**src/design/rpa_pkg.sv**
```systemverilog
// Shared types, field widths and codes of the rank placement allocator.
// No dependencies; every other design file but rpa_ram imports this package.
`default_nettype none
package rpa_pkg;

    localparam int MAX_NODES_DEF = 64;

    localparam int KIND_W  = 2;
    localparam int IDX_W   = 6;
    localparam int ID_W    = 16;
    localparam int CORE_W  = 10;
    localparam int ACT_W   = 16;
    localparam int RANK_W  = 16;
    localparam int USED_W  = 7;
    localparam int STAT_W  = 2;
    localparam int PLACE_W = 26;
    localparam int ENTRY_W = ID_W + CORE_W + ACT_W;

    localparam logic [KIND_W-1:0] KIND_WRITE = 2'd0;
    localparam logic [KIND_W-1:0] KIND_BEGIN = 2'd1;
    localparam logic [KIND_W-1:0] KIND_REQ   = 2'd2;
    localparam logic [KIND_W-1:0] KIND_NONE  = 2'd3;

    localparam logic [STAT_W-1:0] ST_PLACED = 2'd0;
    localparam logic [STAT_W-1:0] ST_DONE   = 2'd1;
    localparam logic [STAT_W-1:0] ST_NOCAP  = 2'd2;

    typedef struct packed {
        logic load_in;
        logic do_write;
        logic do_begin;
        logic rd_scan;
        logic div_start;
        logic lvl_update;
        logic scan_next;
        logic scan_clear;
        logic mul_load;
        logic spare_update;
        logic lvl_commit;
        logic snap;
        logic wrap;
        logic rd_cursor;
        logic place;
        logic advance;
        logic res_exhausted;
        logic res_fail;
        logic out_load;
    } t_cmd;

    typedef struct packed {
        logic [KIND_W-1:0] kind;
        logic              all_placed;
        logic              len_zero;
        logic              scan_last;
        logic              iter_done;
        logic              cur_end;
        logic              core_zero;
        logic              div_done;
        logic              fits;
        logic              out_busy;
    } t_stat;

endpackage
`default_nettype wire

```
**src/design/rpa_ram.sv**
```systemverilog
// Generic single-write, single-read RAM with registered read data.
// No dependencies.
`default_nettype none
module rpa_ram #(
    parameter int WIDTH = 8,
    parameter int DEPTH = 64
) (
    input  wire logic                                   i_clk,
    input  wire logic                                   i_we,
    input  wire logic [$clog2(DEPTH > 1 ? DEPTH : 2)-1:0] i_waddr,
    input  wire logic [WIDTH-1:0]                       i_wdata,
    input  wire logic                                   i_re,
    input  wire logic [$clog2(DEPTH > 1 ? DEPTH : 2)-1:0] i_raddr,
    output logic      [WIDTH-1:0]                       o_rdata
);
    logic [WIDTH-1:0] r_mem [DEPTH];

    always_ff @(posedge i_clk) begin
        if (i_we) begin
            r_mem[i_waddr] <= i_wdata;
        end
        if (i_re) begin
            o_rdata <= r_mem[i_raddr];
        end
    end
endmodule
`default_nettype wire

```
**src/design/rpa_div.sv**
```systemverilog
// Restoring divider, one quotient bit per cycle: active count over core count.
// Depends on rpa_pkg for the field widths.
`default_nettype none
module rpa_div (
    input  wire logic                      i_clk,
    input  wire logic                      i_rst_n,
    input  wire logic                      i_start,
    input  wire logic [rpa_pkg::ACT_W-1:0]  i_dividend,
    input  wire logic [rpa_pkg::CORE_W-1:0] i_divisor,
    output logic                           o_done,
    output logic      [rpa_pkg::ACT_W-1:0]  o_quot,
    output logic                           o_rem_nz
);
    import rpa_pkg::*;

    localparam int CW = $clog2(ACT_W);

    logic              r_busy;
    logic              r_done;
    logic [CW-1:0]     r_cnt;
    logic [ACT_W-1:0]  r_quo;
    logic [CORE_W-1:0] r_rem;
    logic [CORE_W-1:0] r_den;

    logic [CORE_W:0]   w_trial;
    logic              w_ge;
    logic [CORE_W-1:0] w_rem;

    // The partial remainder stays below the divisor, so the difference fits.
    always_comb begin
        w_trial = {r_rem, r_quo[ACT_W-1]};
        w_ge    = w_trial >= {1'b0, r_den};
        w_rem   = w_ge ? CORE_W'(w_trial - {1'b0, r_den}) : CORE_W'(w_trial);
    end

    always_ff @(posedge i_clk) begin
        if (!i_rst_n) begin
            r_busy <= 1'b0;
            r_done <= 1'b0;
            r_cnt  <= '0;
        end else begin
            r_done <= 1'b0;
            if (i_start) begin
                r_busy <= 1'b1;
                r_cnt  <= '0;
            end else if (r_busy) begin
                r_cnt <= r_cnt + CW'(1);
                if (r_cnt == CW'(ACT_W - 1)) begin
                    r_busy <= 1'b0;
                    r_done <= 1'b1;
                end
            end
        end
    end

    always_ff @(posedge i_clk) begin
        if (i_start) begin
            r_quo <= i_dividend;
            r_rem <= '0;
            r_den <= i_divisor;
        end else if (r_busy) begin
            r_quo <= {r_quo[ACT_W-2:0], w_ge};
            r_rem <= w_rem;
        end
    end

    assign o_done   = r_done;
    assign o_quot   = r_quo;
    assign o_rem_nz = r_rem != '0;
endmodule
`default_nettype wire

```
**src/design/rpa_ctrl.sv**
```systemverilog
// Controller state machine of the rank placement allocator.
// Depends on rpa_pkg for the command and status structs and the codes.
`default_nettype none
module rpa_ctrl (
    input  wire logic           i_clk,
    input  wire logic           i_rst_n,
    input  wire logic           i_in_valid,
    output logic                o_in_ready,
    input  wire rpa_pkg::t_stat i_stat,
    output rpa_pkg::t_cmd       o_cmd
);
    import rpa_pkg::*;

    localparam logic [3:0] S_IDLE    = 4'd0;
    localparam logic [3:0] S_DECODE  = 4'd1;
    localparam logic [3:0] S_L1_RD   = 4'd2;
    localparam logic [3:0] S_L1_DIV  = 4'd3;
    localparam logic [3:0] S_L1_WAIT = 4'd4;
    localparam logic [3:0] S_L2_RD   = 4'd5;
    localparam logic [3:0] S_L2_MUL  = 4'd6;
    localparam logic [3:0] S_L2_CMP  = 4'd7;
    localparam logic [3:0] S_L_END   = 4'd8;
    localparam logic [3:0] S_R_CHECK = 4'd9;
    localparam logic [3:0] S_R_MUL   = 4'd10;
    localparam logic [3:0] S_R_CMP   = 4'd11;
    localparam logic [3:0] S_PUSH    = 4'd12;

    logic [3:0] r_state;
    logic [3:0] n_state;

    always_ff @(posedge i_clk) begin
        if (!i_rst_n) begin
            r_state <= S_IDLE;
        end else begin
            r_state <= n_state;
        end
    end

    assign o_in_ready = r_state == S_IDLE;

    always_comb begin
        n_state = r_state;
        o_cmd   = '0;
        unique case (r_state)
            S_IDLE: begin
                if (i_in_valid) begin
                    o_cmd.load_in = 1'b1;
                    n_state       = S_DECODE;
                end
            end
            S_DECODE: begin
                unique case (i_stat.kind)
                    KIND_WRITE: begin
                        o_cmd.do_write = 1'b1;
                        n_state        = S_IDLE;
                    end
                    KIND_BEGIN: begin
                        o_cmd.do_begin = 1'b1;
                        n_state        = S_L1_RD;
                    end
                    KIND_REQ: begin
                        if (i_stat.all_placed) begin
                            o_cmd.res_exhausted = 1'b1;
                            n_state             = S_PUSH;
                        end else begin
                            o_cmd.snap = 1'b1;
                            n_state    = S_R_CHECK;
                        end
                    end
                    default: n_state = S_IDLE;
                endcase
            end
            S_L1_RD: begin
                if (i_stat.len_zero) begin
                    n_state = S_L_END;
                end else begin
                    o_cmd.rd_scan = 1'b1;
                    n_state       = S_L1_DIV;
                end
            end
            S_L1_DIV: begin
                if (i_stat.core_zero) begin
                    if (i_stat.scan_last) begin
                        o_cmd.scan_clear = 1'b1;
                        n_state          = S_L2_RD;
                    end else begin
                        o_cmd.scan_next = 1'b1;
                        n_state         = S_L1_RD;
                    end
                end else begin
                    o_cmd.div_start = 1'b1;
                    n_state         = S_L1_WAIT;
                end
            end
            S_L1_WAIT: begin
                if (i_stat.div_done) begin
                    o_cmd.lvl_update = 1'b1;
                    if (i_stat.scan_last) begin
                        o_cmd.scan_clear = 1'b1;
                        n_state          = S_L2_RD;
                    end else begin
                        o_cmd.scan_next = 1'b1;
                        n_state         = S_L1_RD;
                    end
                end
            end
            S_L2_RD: begin
                o_cmd.rd_scan = 1'b1;
                n_state       = S_L2_MUL;
            end
            S_L2_MUL: begin
                o_cmd.mul_load = 1'b1;
                n_state        = S_L2_CMP;
            end
            S_L2_CMP: begin
                o_cmd.spare_update = 1'b1;
                if (i_stat.scan_last) begin
                    n_state = S_L_END;
                end else begin
                    o_cmd.scan_next = 1'b1;
                    n_state         = S_L2_RD;
                end
            end
            S_L_END: begin
                o_cmd.lvl_commit = 1'b1;
                n_state          = S_IDLE;
            end
            S_R_CHECK: begin
                // An empty table or a search that used up its step budget
                // ends with the cursor state restored.
                if (i_stat.len_zero || i_stat.iter_done) begin
                    o_cmd.res_fail = 1'b1;
                    n_state        = S_PUSH;
                end else if (i_stat.cur_end) begin
                    o_cmd.wrap = 1'b1;
                end else begin
                    o_cmd.rd_cursor = 1'b1;
                    n_state         = S_R_MUL;
                end
            end
            S_R_MUL: begin
                o_cmd.mul_load = 1'b1;
                n_state        = S_R_CMP;
            end
            S_R_CMP: begin
                if (i_stat.fits) begin
                    o_cmd.place = 1'b1;
                    n_state     = S_PUSH;
                end else begin
                    o_cmd.advance = 1'b1;
                    n_state       = S_R_CHECK;
                end
            end
            S_PUSH: begin
                if (!i_stat.out_busy) begin
                    o_cmd.out_load = 1'b1;
                    n_state        = S_IDLE;
                end
            end
            default: n_state = S_IDLE;
        endcase
    end
endmodule
`default_nettype wire

```
**src/design/rpa_dp.sv**
```systemverilog
// Datapath of the rank placement allocator: node table, placement state,
// multiplier, divider and output register. Depends on rpa_pkg, rpa_ram, rpa_div.
`default_nettype none
module rpa_dp #(
    parameter int MAX_NODES = rpa_pkg::MAX_NODES_DEF
) (
    input  wire logic                       i_clk,
    input  wire logic                       i_rst_n,
    input  wire rpa_pkg::t_cmd              i_cmd,
    output rpa_pkg::t_stat                  o_stat,
    input  wire logic [rpa_pkg::KIND_W-1:0] i_kind,
    input  wire logic [rpa_pkg::IDX_W-1:0]  i_node_index,
    input  wire logic [rpa_pkg::ID_W-1:0]   i_node_ident,
    input  wire logic [rpa_pkg::CORE_W-1:0] i_cores,
    input  wire logic [rpa_pkg::ACT_W-1:0]  i_active_count,
    input  wire logic [rpa_pkg::RANK_W-1:0] i_ranks_wanted,
    input  wire logic [rpa_pkg::USED_W-1:0] i_nodes_used,
    output logic                            o_out_valid,
    input  wire logic                       i_out_ready,
    output logic      [rpa_pkg::ID_W-1:0]   o_placed_node,
    output logic      [rpa_pkg::RANK_W-1:0] o_rank_index,
    output logic                            o_last,
    output logic      [rpa_pkg::STAT_W-1:0] o_status
);
    import rpa_pkg::*;

    localparam int AW = MAX_NODES > 1 ? $clog2(MAX_NODES) : 1;
    localparam int LW = $clog2(MAX_NODES + 1);
    localparam int IW = $clog2(2 * MAX_NODES + 3);

    // Latched input beat.
    logic [KIND_W-1:0] r_in_kind;
    logic [IDX_W-1:0]  r_in_idx;
    logic [ID_W-1:0]   r_in_ident;
    logic [CORE_W-1:0] r_in_cores;
    logic [ACT_W-1:0]  r_in_act;
    logic [RANK_W-1:0] r_in_wanted;
    logic [USED_W-1:0] r_in_used;

    // Placement state.
    logic [LW-1:0]      r_len;
    logic [ACT_W-1:0]   r_level;
    logic               r_filler;
    logic [LW-1:0]      r_cursor;
    logic [PLACE_W-1:0] r_placed;
    logic [RANK_W-1:0]  r_next;
    logic [RANK_W-1:0]  r_target;
    logic [LW-1:0]      r_scan;
    logic               r_spare;
    logic [IW-1:0]      r_iter;
    logic [LW-1:0]      r_snap_cursor;
    logic [PLACE_W-1:0] r_snap_placed;
    logic               r_snap_filler;
    logic [PLACE_W-1:0] r_prod;

    logic [ID_W-1:0]    r_res_node;
    logic [RANK_W-1:0]  r_res_rank;
    logic               r_res_last;
    logic [STAT_W-1:0]  r_res_status;

    logic               r_o_valid;
    logic [ID_W-1:0]    r_o_node;
    logic [RANK_W-1:0]  r_o_rank;
    logic               r_o_last;
    logic [STAT_W-1:0]  r_o_status;

    logic [ENTRY_W-1:0] w_rd;
    logic [ID_W-1:0]    w_rd_id;
    logic [CORE_W-1:0]  w_rd_cores;
    logic [ACT_W-1:0]   w_rd_act;
    logic               w_we;
    logic               w_re;
    logic [AW-1:0]      w_raddr;
    logic [LW-1:0]      w_len_sat;
    logic               w_div_done;
    logic [ACT_W-1:0]   w_div_quot;
    logic               w_div_rem_nz;
    logic [ACT_W-1:0]   w_ceil;
    logic               w_fits;

    assign w_rd_id    = w_rd[ENTRY_W-1 -: ID_W];
    assign w_rd_cores = w_rd[ACT_W +: CORE_W];
    assign w_rd_act   = w_rd[ACT_W-1:0];

    assign w_we    = i_cmd.do_write && (32'(r_in_idx) < MAX_NODES);
    assign w_re    = i_cmd.rd_scan || i_cmd.rd_cursor;
    assign w_raddr = i_cmd.rd_scan ? r_scan[AW-1:0] : r_cursor[AW-1:0];

    assign w_len_sat = (32'(r_in_used) > MAX_NODES) ? LW'(MAX_NODES) : LW'(r_in_used);

    // The rounded-up quotient cannot overflow: a divisor of one leaves no remainder.
    assign w_ceil = w_div_quot + ACT_W'(w_div_rem_nz);

    // In the filler round the quota is cores*level - active; comparing
    // placed + active against the product avoids the clamped subtraction.
    assign w_fits = r_filler ? ((27'(r_placed) + 27'(w_rd_act)) < 27'(r_prod))
                             : (r_placed < PLACE_W'(w_rd_cores));

    rpa_ram #(
        .WIDTH (ENTRY_W),
        .DEPTH (MAX_NODES)
    ) u_table (
        .i_clk   (i_clk),
        .i_we    (w_we),
        .i_waddr (AW'(r_in_idx)),
        .i_wdata ({r_in_ident, r_in_cores, r_in_act}),
        .i_re    (w_re),
        .i_raddr (w_raddr),
        .o_rdata (w_rd)
    );

    rpa_div u_div (
        .i_clk      (i_clk),
        .i_rst_n    (i_rst_n),
        .i_start    (i_cmd.div_start),
        .i_dividend (w_rd_act),
        .i_divisor  (w_rd_cores),
        .o_done     (w_div_done),
        .o_quot     (w_div_quot),
        .o_rem_nz   (w_div_rem_nz)
    );

    always_comb begin
        o_stat.kind       = r_in_kind;
        o_stat.all_placed = r_next >= r_target;
        o_stat.len_zero   = r_len == '0;
        o_stat.scan_last  = (r_scan + LW'(1)) == r_len;
        o_stat.iter_done  = r_iter == IW'(2 * 32'(r_len) + 2);
        o_stat.cur_end    = r_cursor >= r_len;
        o_stat.core_zero  = w_rd_cores == '0;
        o_stat.div_done   = w_div_done;
        o_stat.fits       = w_fits;
        o_stat.out_busy   = r_o_valid && !i_out_ready;
    end

    always_ff @(posedge i_clk) begin
        if (i_cmd.load_in) begin
            r_in_kind   <= i_kind;
            r_in_idx    <= i_node_index;
            r_in_ident  <= i_node_ident;
            r_in_cores  <= i_cores;
            r_in_act    <= i_active_count;
            r_in_wanted <= i_ranks_wanted;
            r_in_used   <= i_nodes_used;
        end
        if (i_cmd.mul_load) begin
            r_prod <= PLACE_W'(w_rd_cores) * PLACE_W'(r_level);
        end
        if (i_cmd.snap) begin
            r_snap_cursor <= r_cursor;
            r_snap_placed <= r_placed;
            r_snap_filler <= r_filler;
        end
        if (i_cmd.res_exhausted) begin
            r_res_node   <= '0;
            r_res_rank   <= '0;
            r_res_last   <= 1'b0;
            r_res_status <= ST_DONE;
        end else if (i_cmd.res_fail) begin
            r_res_node   <= '0;
            r_res_rank   <= '0;
            r_res_last   <= 1'b0;
            r_res_status <= ST_NOCAP;
        end else if (i_cmd.place) begin
            r_res_node   <= w_rd_id;
            r_res_rank   <= r_next;
            r_res_last   <= (r_next + RANK_W'(1)) == r_target;
            r_res_status <= ST_PLACED;
        end
        if (i_cmd.out_load) begin
            r_o_node   <= r_res_node;
            r_o_rank   <= r_res_rank;
            r_o_last   <= r_res_last;
            r_o_status <= r_res_status;
        end
    end

    always_ff @(posedge i_clk) begin
        if (!i_rst_n) begin
            r_len     <= '0;
            r_level   <= '0;
            r_filler  <= 1'b0;
            r_cursor  <= '0;
            r_placed  <= '0;
            r_next    <= '0;
            r_target  <= '0;
            r_scan    <= '0;
            r_spare   <= 1'b0;
            r_iter    <= '0;
            r_o_valid <= 1'b0;
        end else begin
            if (i_cmd.do_begin) begin
                r_len    <= w_len_sat;
                r_target <= r_in_wanted;
                r_next   <= '0;
                r_cursor <= '0;
                r_placed <= '0;
                r_level  <= '0;
                r_filler <= 1'b0;
                r_scan   <= '0;
                r_spare  <= 1'b0;
            end
            if (i_cmd.lvl_update && (w_ceil > r_level)) begin
                r_level <= w_ceil;
            end
            if (i_cmd.scan_next) begin
                r_scan <= r_scan + LW'(1);
            end
            if (i_cmd.scan_clear) begin
                r_scan <= '0;
            end
            if (i_cmd.spare_update && (r_prod > PLACE_W'(w_rd_act))) begin
                r_spare <= 1'b1;
            end
            // Spare room implies a nonzero level, so the filler round follows it.
            if (i_cmd.lvl_commit) begin
                if (!r_spare) begin
                    r_level <= '0;
                end
                r_filler <= r_spare;
            end
            if (i_cmd.snap) begin
                r_iter <= '0;
            end
            if (i_cmd.wrap) begin
                r_filler <= 1'b0;
                r_cursor <= '0;
                r_placed <= '0;
                r_iter   <= r_iter + IW'(1);
            end
            if (i_cmd.advance) begin
                r_cursor <= r_cursor + LW'(1);
                r_placed <= '0;
                r_iter   <= r_iter + IW'(1);
            end
            if (i_cmd.place) begin
                r_placed <= r_placed + PLACE_W'(1);
                r_next   <= r_next + RANK_W'(1);
            end
            if (i_cmd.res_fail) begin
                r_cursor <= r_snap_cursor;
                r_placed <= r_snap_placed;
                r_filler <= r_snap_filler;
            end
            if (i_cmd.out_load) begin
                r_o_valid <= 1'b1;
            end else if (i_out_ready) begin
                r_o_valid <= 1'b0;
            end
        end
    end

    assign o_out_valid   = r_o_valid;
    assign o_placed_node = r_o_node;
    assign o_rank_index  = r_o_rank;
    assign o_last        = r_o_last;
    assign o_status      = r_o_status;
endmodule
`default_nettype wire

```
**src/design/rank_placement_allocator_top.sv**
```systemverilog
// Top level of the rank placement allocator: controller plus datapath.
// Depends on rpa_pkg, rpa_ctrl and rpa_dp (which holds rpa_ram and rpa_div).
//
// One item is handled at a time. A request beat places a rank on the node
// under the cursor when it still has quota and passes over every node that
// has none, wrapping the cursor at the end of the table; a request past the
// last wanted rank ends without a search. A begin beat walks the node table
// twice through the single read port: in the first pass the bit-serial
// divider finds the rounded-up active/cores ratio of each node with nonzero
// cores, and the second pass is the spare-room check. A result sits in an
// output register, and the next beat is accepted while it waits; only a
// further result stalls.
`default_nettype none
module rank_placement_allocator_top #(
    parameter int MAX_NODES = rpa_pkg::MAX_NODES_DEF
) (
    input  wire logic                       i_clk,
    input  wire logic                       i_rst_n,
    input  wire logic                       i_in_valid,
    output logic                            o_in_ready,
    input  wire logic [rpa_pkg::KIND_W-1:0] i_kind,
    input  wire logic [rpa_pkg::IDX_W-1:0]  i_node_index,
    input  wire logic [rpa_pkg::ID_W-1:0]   i_node_ident,
    input  wire logic [rpa_pkg::CORE_W-1:0] i_cores,
    input  wire logic [rpa_pkg::ACT_W-1:0]  i_active_count,
    input  wire logic [rpa_pkg::RANK_W-1:0] i_ranks_wanted,
    input  wire logic [rpa_pkg::USED_W-1:0] i_nodes_used,
    output logic                            o_out_valid,
    input  wire logic                       i_out_ready,
    output logic      [rpa_pkg::ID_W-1:0]   o_placed_node,
    output logic      [rpa_pkg::RANK_W-1:0] o_rank_index,
    output logic                            o_last,
    output logic      [rpa_pkg::STAT_W-1:0] o_status
);
    import rpa_pkg::*;

    t_cmd  w_cmd;
    t_stat w_stat;

    rpa_ctrl u_ctrl (
        .i_clk      (i_clk),
        .i_rst_n    (i_rst_n),
        .i_in_valid (i_in_valid),
        .o_in_ready (o_in_ready),
        .i_stat     (w_stat),
        .o_cmd      (w_cmd)
    );

    rpa_dp #(
        .MAX_NODES (MAX_NODES)
    ) u_dp (
        .i_clk          (i_clk),
        .i_rst_n        (i_rst_n),
        .i_cmd          (w_cmd),
        .o_stat         (w_stat),
        .i_kind         (i_kind),
        .i_node_index   (i_node_index),
        .i_node_ident   (i_node_ident),
        .i_cores        (i_cores),
        .i_active_count (i_active_count),
        .i_ranks_wanted (i_ranks_wanted),
        .i_nodes_used   (i_nodes_used),
        .o_out_valid    (o_out_valid),
        .i_out_ready    (i_out_ready),
        .o_placed_node  (o_placed_node),
        .o_rank_index   (o_rank_index),
        .o_last         (o_last),
        .o_status       (o_status)
    );
endmodule
`default_nettype wire
```
**config.mk**
```make
export PLATFORM = sky130hd
export DESIGN_NAME = rank_placement_allocator_top
export DESIGN_NICKNAME = d
export VERILOG_FILES = /design/src/design/rpa_pkg.sv /design/src/design/rpa_ram.sv /design/src/design/rpa_div.sv /design/src/design/rpa_ctrl.sv /design/src/design/rpa_dp.sv /design/src/design/rank_placement_allocator_top.sv
export SDC_FILE = /design/constraint.sdc
export NUM_CORES = 2
export LEC_CHECK = 0
export BUFFER_PORTS_ARGS = -buffer_cell sky130_fd_sc_hd__buf_2
export CAP_MARGIN = 20
export CORE_ASPECT_RATIO = 0.5
export CORE_UTILIZATION = 35
export CTS_CLUSTER_DIAMETER = 80
export CTS_CLUSTER_SIZE = 28
export DETAILED_ROUTE_END_ITERATION = 8
export HOLD_SLACK_MARGIN = 0.1
export SYNTH_ARGS = -nofsm -noshare
export SYNTH_HDL_FRONTEND = slang
export SYNTH_SLANG_ARGS = --single-unit
```
**constraint.sdc**
```tcl
create_clock -name i_clk -period 8.78 [get_ports i_clk]
set_input_delay 0.439 -clock i_clk [delete_from_list [all_inputs] [get_ports i_clk]]
set_output_delay 0.439 -clock i_clk [all_outputs]
set_load 0.02 [all_outputs]
```
==> results.cfg <==
[floorplanning]
ios = 114
die_h_um = 426.2
start_util = 0.3524
die_w_um = 850.4
rows = 155
dieArea_um2 = 362400
core_um2 = 357400

[grt]
grt_pass1_wl_mm = 539.5
grt_pass1_vias = 68190
grt_max_degree = 121
grt_antenna_before_repair = 28
overflow = 0
track_usage = 0.2091

[critical_path]
crit_top_cell = fa_1
cp-end-kind = flop
cp_slowest_cell = edfxtp_1
crit_start = u_dp.u_table.o_rdata[23]$_DFFE_PP_
max_stage_delay_ns = 1.12
reg2reg_setup_slack_ns = 1.84
required_ns = 9.39
r2r-end = u_dp.r_prod[25]$_DFFE_PP_
rr_worst_depth = 19
path_class = flop to flop
crit_path_start_kind = flop
cp.arrival_ns = 7.55
path_max_fanout = 12
r2r-start = u_dp.u_table.o_rdata[23]$_DFFE_PP_
path_cells = clkinv_1, nor2_1, fa_1, fa_1, fa_1, fa_1, inv_1, fa_1, inv_1, ha_1, o21ai_0, nand2b_1, a21oi_1, a31oi_1, a41oi_1, a21oi_1, a211o_1, a21oi_1, xnor2_1

[cts]
ctsResizeCount = 0
path_clk_slew_ns = 0.10
cts-root-buf = clkbuf_16
postCtsSetupBuffers = 0
cts_buffers = 144
insertion_delay_ns = 0.91
postCtsHoldBufs = 73
cts_tree = built
cts_sinks = 3085
htreeDepth = 4
clock_path_buffers = 4

[route]
drtIter0Drc = 11100
via_per_inst = 5.687
dr.pass1.iters = 8
dr_total_vias = 72780
drt_drc_violations_left = 0
routedWlPerCell_um = 30.79
routed_wl_mm = 394.0
antenna_left = 0

[placement]
gp_congestion = 0.8397
place_ws_ns = 1.996
place_area_um2 = 133700
portBuffers = 113
hpwl_mm = 225.9

[hold_path]
min-delay-start = i_rst_n
worstHoldEndpoint = u_dp.r_filler$_SDFFE_PN0P_
hp-class = input port to flop
hold_path_depth = 2

[synth]
netlist_instances = 7767
ys.flop_type = edfxtp_1
yosys_warnings = 0
ys_ff_latch = 3085
syn_area_um2 = 126000
synth-seq-area-share = 0.7226
syn-mean-instance-area_um2 = 16.22
async_flop_share = 0
synthesis.nets = 8142
ys_types = 83
synth_edf_count = 2924

[timing]
finalHoldViolCount = 0
slew_headroom = 0.1633
timing.final.setup_violations = 0
fin_crit_sh = 0.7904
slew_viol_final = 0
rsz0062_at_grt = false
layout_setup_ws_ns = 1.840
skew_ns = 0.07094
fin_crit_ns = 6.940
tightest_slew_ns = 1.252
tns_ns = 0
clock.fmax_mhz = 144.1

[power_and_ir_drop]
p_leak_uw = 0.05350
p_per_area_nw_per_um2 = 209.1
vdd_drop_max_uv = 150.0

[cells_and_area]
layout-drive-gt1-share = 0.08231
final_area_um2 = 138700
nets = 8320
syn_to_final_growth_pct = 10.08
fillerInstances = 32590

[run_status]
status = finished, final reports clean

[flow_run]
drv_cap = 0
-- how the worst max path moves through the flow --
stage | endpoint | slack [ns] | cells after the start
after floorplan | u_dp.r_prod[24]$_DFFE_PP_ | 3.26 | 20
after global placement | u_dp.r_prod[25]$_DFFE_PP_ | 1.87 | 19
after detailed placement | u_dp.r_prod[25]$_DFFE_PP_ | 2.00 | 19
after CTS | u_dp.r_prod[25]$_DFFE_PP_ | 1.96 | 19
after global routing | u_dp.r_prod[25]$_DFFE_PP_ | 1.67 | 19
final | u_dp.r_prod[25]$_DFFE_PP_ | 1.84 | 19
-- per-layer routing --
metal,track usage,vias up,share of wire
met5,0,-,0.00018
met4,0.05638,10,0.029
met3,0.04121,575,0.10
met2,0.3310,3868,0.45
met1,0.2957,37790,0.41
li1,-,30530,-
-- cells in the final DEF (no fill, tap or decap), types with 33 or more instances in the layout --
cell / n
buf_2: 115
o22ai_1: 678
dlygate4sd3_1: 73
o21ai_0: 89
xor2_1: 39
nand3_1: 87
xnor2_1: 91
buf_4: 222
mux2i_1: 1406
and3_1: 33
ha_1: 186
clkbuf_16: 147
a21oi_1: 115
nand4_1: 75
dfxtp_1: 161
fa_1: 112
nor2_4: 64
nor4_1: 192
nor2_1: 205
nand2_1: 280
edfxtp_1: 2924
inv_1: 247
-- worst max-delay path: cells and delay by family (launching register included) --
kind	cells	cell delay, ns
flip-flops	1	1.12
XOR/XNOR	1	0.09
adder cells (fa/ha/maj)	6	2.70
AND/OR/NAND/NOR	2	0.42
buffers and inverters	3	0.83
AO/OA/AOI/OAI	7	1.46
-- power by group --
group | leakage (µW) | internal [µW] | total [µW] | switching, µW
Sequential | 0.0277 | 17300 | 17500 | 202
Clock | 0.00201 | 3200 | 7890 | 4690
Combinational | 0.0238 | 884 | 3600 | 2720
Total | 0.0535 | 21400 | 29000 | 7610
-- sequential cells by signal, summed over array words and instances (netlist names), 8 cells and up --
name and flops:
u_dp.r_target 16, u_dp.r_snap_placed 26, u_dp.o_placed_node 16, u_dp.u_div.o_quot 16, u_dp.r_res_rank 16, u_dp.r_iter 8
u_dp.r_prod 26, u_dp.r_in_wanted 16, u_dp.r_in_act 16, u_dp.u_div.r_den 10, u_dp.r_in_ident 16, u_dp.u_div.r_rem 10
u_dp.r_level 16, u_dp.r_next 16, u_dp.u_table.o_rdata 42, u_dp.r_in_cores 10, u_dp.r_res_node 16, u_dp.u_table.r_mem 2688
u_dp.o_rank_index 16, u_dp.r_placed 26
-- stage by stage --
stage,util,power (µW),cells,hold WS [ns]
finish,0.3879,29000,12800,0.1776
global placement,0.3737,21260,12500,0.4150
detailed placement,0.3741,21350,12510,0.4168
global route,0.3879,29750,12800,0.1500
floorplan,-,19740,7767,0.4019
CTS,0.3878,29010,12790,0.1011
-- cell type report --
type	instances	area (µm²)	share of cell area
Multi-Input combinational cell	4032	33150	0.2390
Tap cell	4788	5991	0.04320
Clock buffer	179	3799	0.02740
Inverter	251	942.2	0.006795
Sequential cell	3085	91030	0.6565
Clock inverter	28	345.3	0.002491
Antenna cell	4	10.01	0.00007219
Timing Repair Buffer	431	3400	0.02452
-- cells in the mapped netlist, drive strengths merged, types with 5 or more instances --
master  count  share of area
edfxtp   2924           0.70
mux2i    1410           0.11
o22ai     679          0.034
nand2     285         0.0085
nor2      272         0.0081
inv       248         0.0074
buf       220         0.0089
nor4      193         0.0096
ha        186          0.018
clkbuf    179         0.0053
dfxtp     161          0.026
a21oi     117         0.0046
nand3     115         0.0048
fa        112          0.018
o21ai      95         0.0038
xnor2      91         0.0063
nand4      75         0.0037
xor2       39         0.0027
and3       35         0.0017
a21o       32         0.0019
and2       28         0.0014
nor3       27         0.0011
nand2b     23         0.0011
nand3b     20         0.0012
nor2b      19        0.00094
a31oi      18        0.00089
a211oi     17         0.0011
o21a       16        0.00095
a222oi     14         0.0011
a211o       8        0.00056
o31ai       7        0.00046
or3         7        0.00035
nor3b       6        0.00036
o21bai      6        0.00036
and4        5        0.00035
-- kinds of logic after synthesis --
logic type | Yosys count | share of synthesized area
fa+ha+maj | 298 | 0.03628
flops | 3085 | 0.7226
mux | 1412 | 0.1122
xor+xnor | 132 | 0.009397
simple gates | 1126 | 0.04437
buf+inv | 650 | 0.02175
compound gates | 1064 | 0.05334
Power figures use the tool's default switching activity.
